## config.mk

```make
export PLATFORM = sky130hd
export DESIGN_NAME = panel_link_frame_and_reply_queue_top
export DESIGN_NICKNAME = d
export VERILOG_FILES = /design/src/rtl/plk_pkg.sv /design/src/rtl/plk_frame.sv /design/src/rtl/panel_link_frame_and_reply_queue_top.sv
export SDC_FILE = /design/constraint.sdc
export NUM_CORES = 1
export LEC_CHECK = 0
export BUFFER_PORTS_ARGS = -buffer_cell sky130_fd_sc_hd__buf_2
export CORE_UTILIZATION = 45
export CTS_CLUSTER_SIZE = 8
export DETAILED_ROUTE_END_ITERATION = 7
export PLACE_DENSITY_LB_ADDON = 0.1
export SETUP_SLACK_MARGIN = 0.15
export SLEW_MARGIN = 20
export SYNTH_ARGS = -nofsm -noshare
export SYNTH_HDL_FRONTEND = slang
export SYNTH_SLANG_ARGS = --single-unit
```

## constraint.sdc

```tcl
create_clock -name i_clk -period 5.88 [get_ports i_clk]
set_clock_uncertainty 0.1 [all_clocks]
set_input_delay 0.588 -clock i_clk [delete_from_list [all_inputs] [get_ports i_clk]]
set_output_delay 0.588 -clock i_clk [all_outputs]
set_load 0.005 [all_outputs]
```

## src/rtl/plk_pkg.sv

```systemverilog
// Package for the panel link frame parser and reply queue.
// Holds the function codes, frame constants, handshake codes and the frame event struct.
// No dependencies; used by plk_frame and the top level.
package plk_pkg;

    // Function code of one input beat
    typedef enum logic [1:0] {
        FUNC_HOST_BYTE = 2'd0,
        FUNC_PULL      = 2'd1,
        FUNC_ENQUEUE   = 2'd2,
        FUNC_UNUSED    = 2'd3
    } t_func;

    // Frame layout: seven bytes, payloads at positions 2 and 4
    localparam logic [2:0] POS_FIRST_PAYLOAD  = 3'd2;
    localparam logic [2:0] POS_SECOND_PAYLOAD = 3'd4;
    localparam logic [2:0] POS_LAST           = 3'd6;

    // Handshake codes in the first payload
    localparam logic [7:0] HS_CODE_1F = 8'h1f;
    localparam logic [7:0] HS_CODE_1D = 8'h1d;
    localparam logic [7:0] HS_CODE_1E = 8'h1e;
    localparam logic [7:0] HS_CODE_20 = 8'h20;
    localparam logic [7:0] HS_CODE_E0 = 8'he0;
    localparam logic [7:0] HS_CODE_29 = 8'h29;
    localparam logic [7:0] HS_CODE_DD = 8'hdd;

    // Reply packet sent back on a handshake frame
    localparam logic [7:0] HS_REPLY_0 = 8'h18;
    localparam logic [7:0] HS_REPLY_1 = 8'h00;

    // LED address split of the first payload
    localparam logic [7:0] LED_BANK_MASK = 8'hc0;
    localparam logic [7:0] LED_REG_MASK  = 8'h3f;

    // Outcome of one host byte, seen by the top level
    typedef struct packed {
        logic       complete;   // this byte closes a frame
        logic       handshake;  // first payload is a handshake code
        logic       left_bank;
        logic [5:0] led_reg;
        logic [7:0] led_bits;
    } t_frame_evt;

    function automatic logic is_handshake(input logic [7:0] p);
        return (p == HS_CODE_1F) || (p == HS_CODE_1D) || (p == HS_CODE_1E) ||
               (p == HS_CODE_20) || (p == HS_CODE_E0) || (p == HS_CODE_29) ||
               (p == HS_CODE_DD);
    endfunction

endpackage

```

## src/rtl/plk_frame.sv

```systemverilog
// Host frame parser: tracks the byte position in a frame and keeps both payloads.
// Depends on plk_pkg.
module plk_frame
    import plk_pkg::*;
(
    input  logic       i_clk,
    input  logic       i_rst_n,
    input  logic       i_byte_en,   // a host byte beat is taken this cycle
    input  logic [7:0] i_tx_data,
    output t_frame_evt o_evt
);

    logic [2:0] r_pos;
    logic [2:0] n_pos;
    logic [7:0] r_first;
    logic [7:0] n_first;
    logic [7:0] r_second;
    logic [7:0] n_second;

    // Position and payload capture
    always_comb begin
        n_pos    = r_pos;
        n_first  = r_first;
        n_second = r_second;
        if (i_byte_en) begin
            if (r_pos == POS_FIRST_PAYLOAD) begin
                n_first = i_tx_data;
            end else if (r_pos == POS_SECOND_PAYLOAD) begin
                n_second = i_tx_data;
            end
            // out-of-range positions also close the frame
            if (r_pos >= POS_LAST) begin
                n_pos = '0;
            end else begin
                n_pos = r_pos + 3'd1;
            end
        end
    end

    always_ff @(posedge i_clk) begin
        if (!i_rst_n) begin
            r_pos    <= '0;
            r_first  <= '0;
            r_second <= '0;
        end else begin
            r_pos    <= n_pos;
            r_first  <= n_first;
            r_second <= n_second;
        end
    end

    // Frame end event from the stored payloads
    always_comb begin
        o_evt.complete  = i_byte_en && (r_pos >= POS_LAST);
        o_evt.handshake = is_handshake(r_first);
        o_evt.left_bank = |(r_first & LED_BANK_MASK);
        o_evt.led_reg   = 6'(r_first & LED_REG_MASK);
        o_evt.led_bits  = r_second;
    end

endmodule

```

## src/rtl/panel_link_frame_and_reply_queue_top.sv

```systemverilog
// Top level of the panel link: host frame parsing, reply packet queue, result staging.
// Depends on plk_pkg and plk_frame.
//
// One beat in, one result beat out, one beat per clock sustained while the result
// channel does not stall. Each beat is decoded and applied to the frame parser
// and reply queue in the cycle it is taken; the reply memory read is registered,
// and a result passes through stage A and then the output register. A result
// stage and the output register sit between the channels, so a new beat is taken
// while a result waits to be collected. Reply packets are stored two bytes to a
// memory row, written once per packet; the queue is rewound only when fully
// drained, and a packet that does not fit in REPLY_DEPTH bytes is dropped and
// flagged. The reply memory needs no clearing after reset.
module panel_link_frame_and_reply_queue_top
    import plk_pkg::*;
#(
    parameter int REPLY_DEPTH = 32
) (
    input  logic       i_clk,
    input  logic       i_rst_n,
    // input channel
    input  logic       i_in_valid,
    output logic       o_in_stall,
    input  logic [1:0] i_func,
    input  logic [7:0] i_tx_data,
    input  logic [7:0] i_packet_addr,
    input  logic [7:0] i_packet_data,
    // result channel
    output logic       o_out_valid,
    input  logic       i_out_stall,
    output logic       o_led_valid,
    output logic       o_led_left_bank,
    output logic [5:0] o_led_register,
    output logic [7:0] o_led_bits,
    output logic       o_attention,
    output logic       o_packet_dropped,
    output logic       o_reply_valid,
    output logic [7:0] o_reply_byte
);

    localparam int ROWS = REPLY_DEPTH / 2;
    localparam int RW   = (ROWS > 1) ? $clog2(ROWS) : 1;
    localparam int CW   = $clog2(REPLY_DEPTH + 1);
    localparam logic [CW:0] DEPTH_W = (CW + 1)'(REPLY_DEPTH);

    // Handshake between the stages
    logic in_acc;
    logic a_adv;
    logic out_acc;
    t_func func;

    // Stage A: result fields of the most recently taken beat
    logic       r_a_valid;
    logic       r_a_led_valid;
    logic       r_a_left;
    logic [5:0] r_a_reg;
    logic [7:0] r_a_bits;
    logic       r_a_attn;
    logic       r_a_drop;
    logic       r_a_rvalid;
    logic       r_a_bsel;
    logic [15:0] r_mem_q;

    // Output register
    logic       r_b_valid;
    logic       r_b_led_valid;
    logic       r_b_left;
    logic [5:0] r_b_reg;
    logic [7:0] r_b_bits;
    logic       r_b_attn;
    logic       r_b_drop;
    logic       r_b_rvalid;
    logic [7:0] r_b_byte;

    // Queue pointers
    logic [CW-1:0] r_fill;
    logic [CW-1:0] n_fill;
    logic [CW-1:0] r_read;
    logic [CW-1:0] n_read;

    logic [15:0] mem [ROWS];

    t_frame_evt evt;
    logic       byte_en;
    logic       enq;
    logic [7:0] enq_b0;
    logic [7:0] enq_b1;
    logic       drained;
    logic [CW-1:0] eff_fill;
    logic       drop;
    logic       attn;
    logic       pull_hit;
    logic       led_hit;

    assign func       = t_func'(i_func);
    assign a_adv      = r_a_valid && (!r_b_valid || !i_out_stall);
    assign o_in_stall = r_a_valid && !a_adv;
    assign in_acc     = i_in_valid && !o_in_stall;
    assign out_acc    = r_b_valid && !i_out_stall;
    assign byte_en    = in_acc && (func == FUNC_HOST_BYTE);

    plk_frame u_frame (
        .i_clk     (i_clk),
        .i_rst_n   (i_rst_n),
        .i_byte_en (byte_en),
        .i_tx_data (i_tx_data),
        .o_evt     (evt)
    );

    // Queue control: enqueue, rewind, drop, pull
    always_comb begin
        enq      = 1'b0;
        enq_b0   = i_packet_addr;
        enq_b1   = i_packet_data;
        led_hit  = 1'b0;
        if (in_acc) begin
            unique case (func)
                FUNC_HOST_BYTE: begin
                    if (evt.complete) begin
                        enq     = evt.handshake;
                        led_hit = !evt.handshake;
                        enq_b0  = HS_REPLY_0;
                        enq_b1  = HS_REPLY_1;
                    end
                end
                FUNC_ENQUEUE: enq = 1'b1;
                default: ;
            endcase
        end
        drained  = (r_read == r_fill);
        eff_fill = drained ? '0 : r_fill;
        drop     = enq && (({1'b0, eff_fill} + (CW + 1)'(2)) > DEPTH_W);
        attn     = enq && !drop && drained;
        pull_hit = in_acc && (func == FUNC_PULL) && (r_read < r_fill);

        n_fill = r_fill;
        n_read = r_read;
        if (enq) begin
            if (drained) begin
                n_read = '0;
            end
            n_fill = drop ? eff_fill : eff_fill + CW'(2);
        end else if (pull_hit) begin
            n_read = r_read + CW'(1);
        end
    end

    always_ff @(posedge i_clk) begin
        if (!i_rst_n) begin
            r_fill <= '0;
            r_read <= '0;
        end else begin
            r_fill <= n_fill;
            r_read <= n_read;
        end
    end

    // Reply memory: one packet per row, registered read on a pull beat
    always_ff @(posedge i_clk) begin
        if (enq && !drop) begin
            mem[eff_fill[RW:1]] <= {enq_b1, enq_b0};
        end
        if (in_acc && func == FUNC_PULL) begin
            r_mem_q <= mem[r_read[RW:1]];
        end
    end

    // Stage A
    always_ff @(posedge i_clk) begin
        if (!i_rst_n) begin
            r_a_valid <= 1'b0;
        end else if (in_acc) begin
            r_a_valid <= 1'b1;
        end else if (a_adv) begin
            r_a_valid <= 1'b0;
        end
    end

    always_ff @(posedge i_clk) begin
        if (in_acc) begin
            r_a_led_valid <= led_hit;
            r_a_left      <= led_hit && evt.left_bank;
            r_a_reg       <= led_hit ? evt.led_reg : '0;
            r_a_bits      <= led_hit ? evt.led_bits : '0;
            r_a_attn      <= attn;
            r_a_drop      <= drop;
            r_a_rvalid    <= pull_hit;
            r_a_bsel      <= r_read[0];
        end
    end

    // Output register
    always_ff @(posedge i_clk) begin
        if (!i_rst_n) begin
            r_b_valid <= 1'b0;
        end else if (a_adv) begin
            r_b_valid <= 1'b1;
        end else if (out_acc) begin
            r_b_valid <= 1'b0;
        end
    end

    always_ff @(posedge i_clk) begin
        if (a_adv) begin
            r_b_led_valid <= r_a_led_valid;
            r_b_left      <= r_a_left;
            r_b_reg       <= r_a_reg;
            r_b_bits      <= r_a_bits;
            r_b_attn      <= r_a_attn;
            r_b_drop      <= r_a_drop;
            r_b_rvalid    <= r_a_rvalid;
            if (!r_a_rvalid) begin
                r_b_byte <= '0;
            end else if (r_a_bsel) begin
                r_b_byte <= r_mem_q[15:8];
            end else begin
                r_b_byte <= r_mem_q[7:0];
            end
        end
    end

    assign o_out_valid      = r_b_valid;
    assign o_led_valid      = r_b_led_valid;
    assign o_led_left_bank  = r_b_left;
    assign o_led_register   = r_b_reg;
    assign o_led_bits       = r_b_bits;
    assign o_attention      = r_b_attn;
    assign o_packet_dropped = r_b_drop;
    assign o_reply_valid    = r_b_rvalid;
    assign o_reply_byte     = r_b_byte;

endmodule

```

# Word level (Yosys, flattened, before mapping)

Memory sizes are Yosys's and may differ from the RTL's. A register that Yosys moved wholly into a read port is not among the register bits.
Cells that the tools add are included.

Add/sub/neg operators: 4
$lt $le $gt $ge: 3
Eq/ne operators: 13
Muxes and demuxes: 25
Bitwise operators: 1
Reduce and logical (&&, ||, !) cells: 33

Operator list:

| kind                | count |
|---|---|
| $mux 8              | 7 |
| $mux 6              | 5 |
| $eq 8x5->1 const B  | 3 |
| $eq 8x6->1 const B  | 2 |
| $eq 8x8->1 const B  | 2 |
| $logic_and 1x1->1   | 12 |
| $mux 1              | 11 |
| $add 6x2->7 const B | 1 |
| $gt 7x6->1 const B  | 1 |
| $logic_or 1x1->1    | 7 |
| $add 6x1->6 const B | 1 |
| $add 6x2->6 const B | 1 |
| $eq 6x6->1          | 1 |
| $logic_not 1->1     | 6 |
| $lt 6x6->1          | 1 |
| $reduce_bool 2->1   | 3 |
| $reduce_and 2->1    | 2 |
| $add 3x1->3 const B | 1 |
| $eq 3x2->1 const B  | 1 |
| $eq 3x3->1 const B  | 1 |
| $ge 3x3->1 const B  | 1 |
| $mux 3              | 1 |
| $reduce_and 3->1    | 1 |
| $eq 2x1->1 const B  | 1 |
| 6 further kinds     | 6 |

Bits in registers: 80
Memory bits (writable): 256
Input bits: 30
Output and inout port bits: 29
Word-level logic and storage cells: 103
Memories kept: 1

Memory list:

| memory | words | bits a word | read ports | clocked after Yosys merged registers in | wr ports | line                                       | source |
|---|---|---|---|---|---|---|---|
| mem    | 16    | 16          | 1          | 1                                       | 1        | panel_link_frame_and_reply_queue_top.sv:80 | `logic [15:0] mem [ROWS];` |

# Longest topological paths before layout

Depth in word-level cells: 17
Depth in mapped cells: 16
Gate-level depth less buffers: 13

# Hierarchy

Synthesis repeated with hierarchy kept, for this count alone.

Cells, all modules: 698
Area total of the unflattened synthesis: 13828.3 um^2

Modules (own cells, without submodules):

| module                               | times used | cells an instance | area an instance (um^2) | sequential area each (um^2) |
|---|---|---|---|---|
| panel_link_frame_and_reply_queue_top | 1          | 612               | 12924.9                 | 9859.5 |
| plk_frame                            | 1          | 86                | 903.4                   | 380.4 |

# Worst setup path before layout

OpenSTA, ideal clock, no wires.

Kind: reg2reg
Start: register r_fill[3]
End: memory mem[15][0] (enable)
Setup time: 430 ps
Data arrival time: 4155 ps
Data required time: 5350 ps
Setup slack: 1195 ps
Stages on the path, launching flop included: 14
Path buffers: 3
Period minus slack after synthesis: 4685 ps
Path through: dfxtp_1 > clkbuf_1 > inv_1 > ha_1 > nand2_1 > or3_1 > clkbuf_1 > nand2_1 > inv_1 > ha_1 > clkbuf_1 > o41ai_1 > a21oi_1 > nor4_1

Word-level cells in the longest chain between the ends: 9

Ends and longest elaborated chain:

| element                      | line                                        | source |
|---|---|---|
| start: declaration           | panel_link_frame_and_reply_queue_top.sv:75  | `logic [CW-1:0] r_fill;` |
| start signal: assignment     | panel_link_frame_and_reply_queue_top.sv:152 | `r_fill <= n_fill;` |
| $eq 6x6->1                   | panel_link_frame_and_reply_queue_top.sv:129 | `drained = (r_read == r_fill);` |
| $mux 6 (*)                   | panel_link_frame_and_reply_queue_top.sv:130 | `eff_fill = drained ? '0 : r_fill;` |
| $add 6x2->7                  | panel_link_frame_and_reply_queue_top.sv:131 | `drop = enq && (({1'b0, eff_fill} + (CW + 1)'(2)) > DEPTH_W);` |
| $gt 7x6->1                   | panel_link_frame_and_reply_queue_top.sv:131 |  |
| $logic_and 1x1->1            | panel_link_frame_and_reply_queue_top.sv:131 |  |
| $logic_not 1->1              | panel_link_frame_and_reply_queue_top.sv:159 | `if (enq && !drop) begin` |
| $logic_and 1x1->1            | panel_link_frame_and_reply_queue_top.sv:159 |  |
| $mux 1                       | panel_link_frame_and_reply_queue_top.sv:159 |  |
| $mux 1 (not written as such) | panel_link_frame_and_reply_queue_top.sv:160 | `mem[eff_fill[RW:1]] <= {enq_b1, enq_b0};` |
| end: declaration             | panel_link_frame_and_reply_queue_top.sv:80  |  |

Mark *: on every way between the ends. The rest lies on a longest branch, timed or not.

# Worst setup path after layout

Start: register r_fill[3]
End: memory mem[9][15] (enable)

Same word-level chain as after synthesis.

==> impl_metrics.env <==
export IMPL_run_status="finished, final reports clean"
export IMPL_die_area_um2=31260
export IMPL_post_synth_instance_area_um2=13750
export IMPL_setup_tns_ps=0
export IMPL_hold_path_end="r_a_valid$_SDFFE_PN0P_"
export IMPL_report_final_hold_viol_count=0
export IMPL_firstDrtPassIters=5
export IMPL_holdCritStartpoint="i_in_valid"
export IMPL_critPathRequiredTime_ps=5940
export IMPL_postRouteWirelength_um=30810
export IMPL_arrival_ps=4950
export IMPL_postSynth_asyncResetShare_pct=0
export IMPL_worst_r2r_cell_count=11
export IMPL_timing_critical_path_to_type="register"
export IMPL_power_ir_vdd_worst_v=0.0002066
export IMPL_ys_ff_latch=352
export IMPL_design_final_nets=846
export IMPL_tritoncts="done"
export IMPL_post_cts_hold_buffer_count=0
export IMPL_avg_inst_size_synth_um2=19.48
export IMPL_swShare_pct=19.47
export IMPL_place_port_buffers=58
export IMPL_cts_resized_gates=0
export IMPL_final_util_pct=53.33
export IMPL_via_count=6939
export IMPL_clkSlewWorstSetupHoldPaths_ps=50
export IMPL_combPwrFrac_pct=2.3
export IMPL_antenna_found_initial=4
export IMPL_fp_dieW_um=176.8
export IMPL_timing_final_crit_share_pct=83.06
export IMPL_max_slew_headroom_pct=30.66
export IMPL_setup_slack_ps=996.1
export IMPL_largest_register_ff_count=256
export IMPL_ys_top_cells_by_area="sky130_fd_sc_hd__edfxtp_1 70%, sky130_fd_sc_hd__mux4_2 13%, sky130_fd_sc_hd__dfxtp_1 4.8%, sky130_fd_sc_hd__mux2i_1 1.7%, sky130_fd_sc_hd__ha_1 1.3%"
export IMPL_postRouteAntennaNets=0
export IMPL_ys_warnings_count=0
export IMPL_synth_cell_types=52
export IMPL_cts_inserted_buffers=50
export IMPL_synth_seq_area_share_pct=74.47
export IMPL_timing_rr_end="mem[9][15]$_DFFE_PP_"
export IMPL_post_route_cells_drive_above_1_share_pct=27.41
export IMPL_placeableCoreArea_um2=29870
export IMPL_synthCells=706
export IMPL_area_delta_synth_final_pct=15.88
export IMPL_clock_path_buffers=3
export IMPL_route_detailed_drc=0
export IMPL_io_pins=59
export IMPL_setup_worst_path_class="reg2reg"
export IMPL_seq_power_share_pct=51.2
export IMPL_timing_critical_path_from_type="register"
export IMPL_p_total_w=0.005400
export IMPL_worst_pin_slew_ps=1040
export IMPL_timing_fmax_ghz=0.2048
export IMPL_synth_top_cell_area_share_pct=69.67
export IMPL_route_detailed_vias_per_inst=5.721
export IMPL_clock_power_share_pct=46.5
export IMPL_dp_worst_setup_slack_ps=1088
export IMPL_die_height_um=176.8
export IMPL_number_of_synthesized_flops_with_an_enable_pin=319
export IMPL_stdcell_area_um2=15930
export IMPL_minimum_period_implied_by_the_final_worst_setup_slack_ps=4884
export IMPL_cts_root_buffer="sky130_fd_sc_hd__clkbuf_16"
export IMPL_dp_hpwl_um=19650
export IMPL_grt_total_usage_pct=20.52
export IMPL_netlist_top_cells_count="319 x sky130_fd_sc_hd__edfxtp_1, 80 x sky130_fd_sc_hd__mux4_2, 33 x sky130_fd_sc_hd__dfxtp_1"
export IMPL_dominant_cell_by_count_in_the_synthesized_netlist="sky130_fd_sc_hd__edfxtp_1"
export IMPL_grt_first_pass_wirelength_um=45830
export IMPL_static_leakage_power_nw=5.237
export IMPL_detailedRoute_firstIterationViolations=575
export IMPL_via_count_of_the_first_global_routing_pass=7006
export IMPL_power_density_nw_per_um2=338.9
export IMPL_crit_path_max_fanout=16
export IMPL_clock_sinks=352
export IMPL_r2r_setup_slack_ps=1000
export IMPL_clock_insertion_delay_worst_skew_ps=540
export IMPL_hold_path_depth=2
export IMPL_post_synth_top_area_cell="sky130_fd_sc_hd__edfxtp_1"
export IMPL_grt_max_degree=68
export IMPL_start_util_pct=46.02
export IMPL_timing_rr_start="r_fill[3]$_SDFFE_PN0N_"
export IMPL_power_internal_w=0.004348
export IMPL_rows=63
export IMPL_synthesis_nets=750
export IMPL_rsz0062_at_grt="no"
export IMPL_cts_setup_buffers=0
export IMPL_placedInstanceArea_um2=14560
export IMPL_gp_routability_congestion=0.8301
export IMPL_timing_max_cap_violations=0
export IMPL_cts_htree_levels=2
export IMPL_power_switching_w=0.001051
export IMPL_min_delay_path_class="in2reg"
export IMPL_final_max_slew_viol_count=0
export IMPL_avgRoutedWirePerCell_um=25.40
export IMPL_yosys_most_used_dff="sky130_fd_sc_hd__edfxtp_1"
export IMPL_finalSetupViolations=0
export IMPL_overflow=0
metal layers:
layer	up-vias	routed length, um	global-route usage [%]
li1	3037	-	-
met1	3597	13250	28.38
met2	238	14490	31.67
met3	65	2208	5.198
met4	2	848	7.256
met5	-	10	0
how the worst max path moves through the flow:
stage                           start                   end  slack [ps]  cells past startpoint
2_1_floorplan  r_fill[3]$_SDFFE_PN0N_  mem[15][0]$_DFFE_PP_        1190                     13
3_3_place_gp   r_fill[3]$_SDFFE_PN0N_  mem[8][12]$_DFFE_PP_        1220                     11
3_5_place_dp   r_fill[3]$_SDFFE_PN0N_  mem[11][6]$_DFFE_PP_        1090                     11
4_1_cts        r_fill[3]$_SDFFE_PN0N_  mem[11][0]$_DFFE_PP_        1070                     11
5_1_grt        r_fill[3]$_SDFFE_PN0N_   mem[9][0]$_DFFE_PP_         610                     11
6_report       r_fill[3]$_SDFFE_PN0N_  mem[9][15]$_DFFE_PP_        1000                     11
logic make-up (layout without fill, tap and decap cells):
kind of cell | Yosys count | count (layout) | share of synthesized area [%]
adder cells (fa/ha/maj) | 14 | 14 | 1.274
other | 0 | 2 | 0
multiplexers | 104 | 104 | 14.85
AO/OA/AOI/OAI | 36 | 36 | 1.747
XOR/XNOR | 3 | 3 | 0.1911
flip-flops | 352 | 352 | 74.47
buffers and inverters | 50 | 165 | 1.465
AND/OR/NAND/NOR | 147 | 147 | 5.997
stage by stage:
step / instances / hold slack [ps]
after floorplan: 706 / 300.3
after global placement: 1140 / 302.3
after detailed placement: 1140 / 308.4
after CTS: 1211 / 186.0
after global routing: 1211 / 199.4
final: 1213 / 201.9
cell type report:
class | count | area [um2]
Antenna cell | 2 | 5.005
Clock buffer | 69 | 1344
Clock inverter | 2 | 17.52
Fill cell | 2347 | 13940
Inverter | 16 | 60.06
Multi-Input combinational cell | 304 | 3333
Sequential cell | 352 | 10240
Tap cell | 390 | 488.0
Timing Repair Buffer | 78 | 440.4
power groups by stage:
stage	registers [W]	logic [W]	clock network, W
floorplan	0.00281	0.0000584	0
global placement	0.00281	0.000120	0
detailed placement	0.00281	0.000123	0
CTS	0.00277	0.000123	0.00256
global route	0.00276	0.000133	0.00266
finish	0.00277	0.000122	0.00251
placed cells by master (no fill, tap or decap), drive strengths merged, types with 3 or more instances in the layout:
cell,n
buf,78
ha,14
a21oi,11
edfxtp,319
nor3,5
mux4,80
o31ai,3
nand3,12
nor2,32
inv,16
mux2i,24
clkbuf,69
o21ai,6
and2,7
dfxtp,33
nand2,14
and4,4
or3,3
nor2b,27
nor3b,3
and3,25
critical path, cell delays in order, from the launching register on:
cell and delay (ps):
sky130_fd_sc_hd__dfxtp_1 470, sky130_fd_sc_hd__inv_1 200, sky130_fd_sc_hd__ha_1 340, sky130_fd_sc_hd__nand2_1 70, sky130_fd_sc_hd__nor3_1 690, sky130_fd_sc_hd__nor2_1 170, sky130_fd_sc_hd__ha_1 350, sky130_fd_sc_hd__nand3b_1 160
sky130_fd_sc_hd__o41ai_1 290, sky130_fd_sc_hd__a21oi_1 240, sky130_fd_sc_hd__nor3_2 550, sky130_fd_sc_hd__and4_1 860
Note: power is estimated with default switching activity, not from simulation.
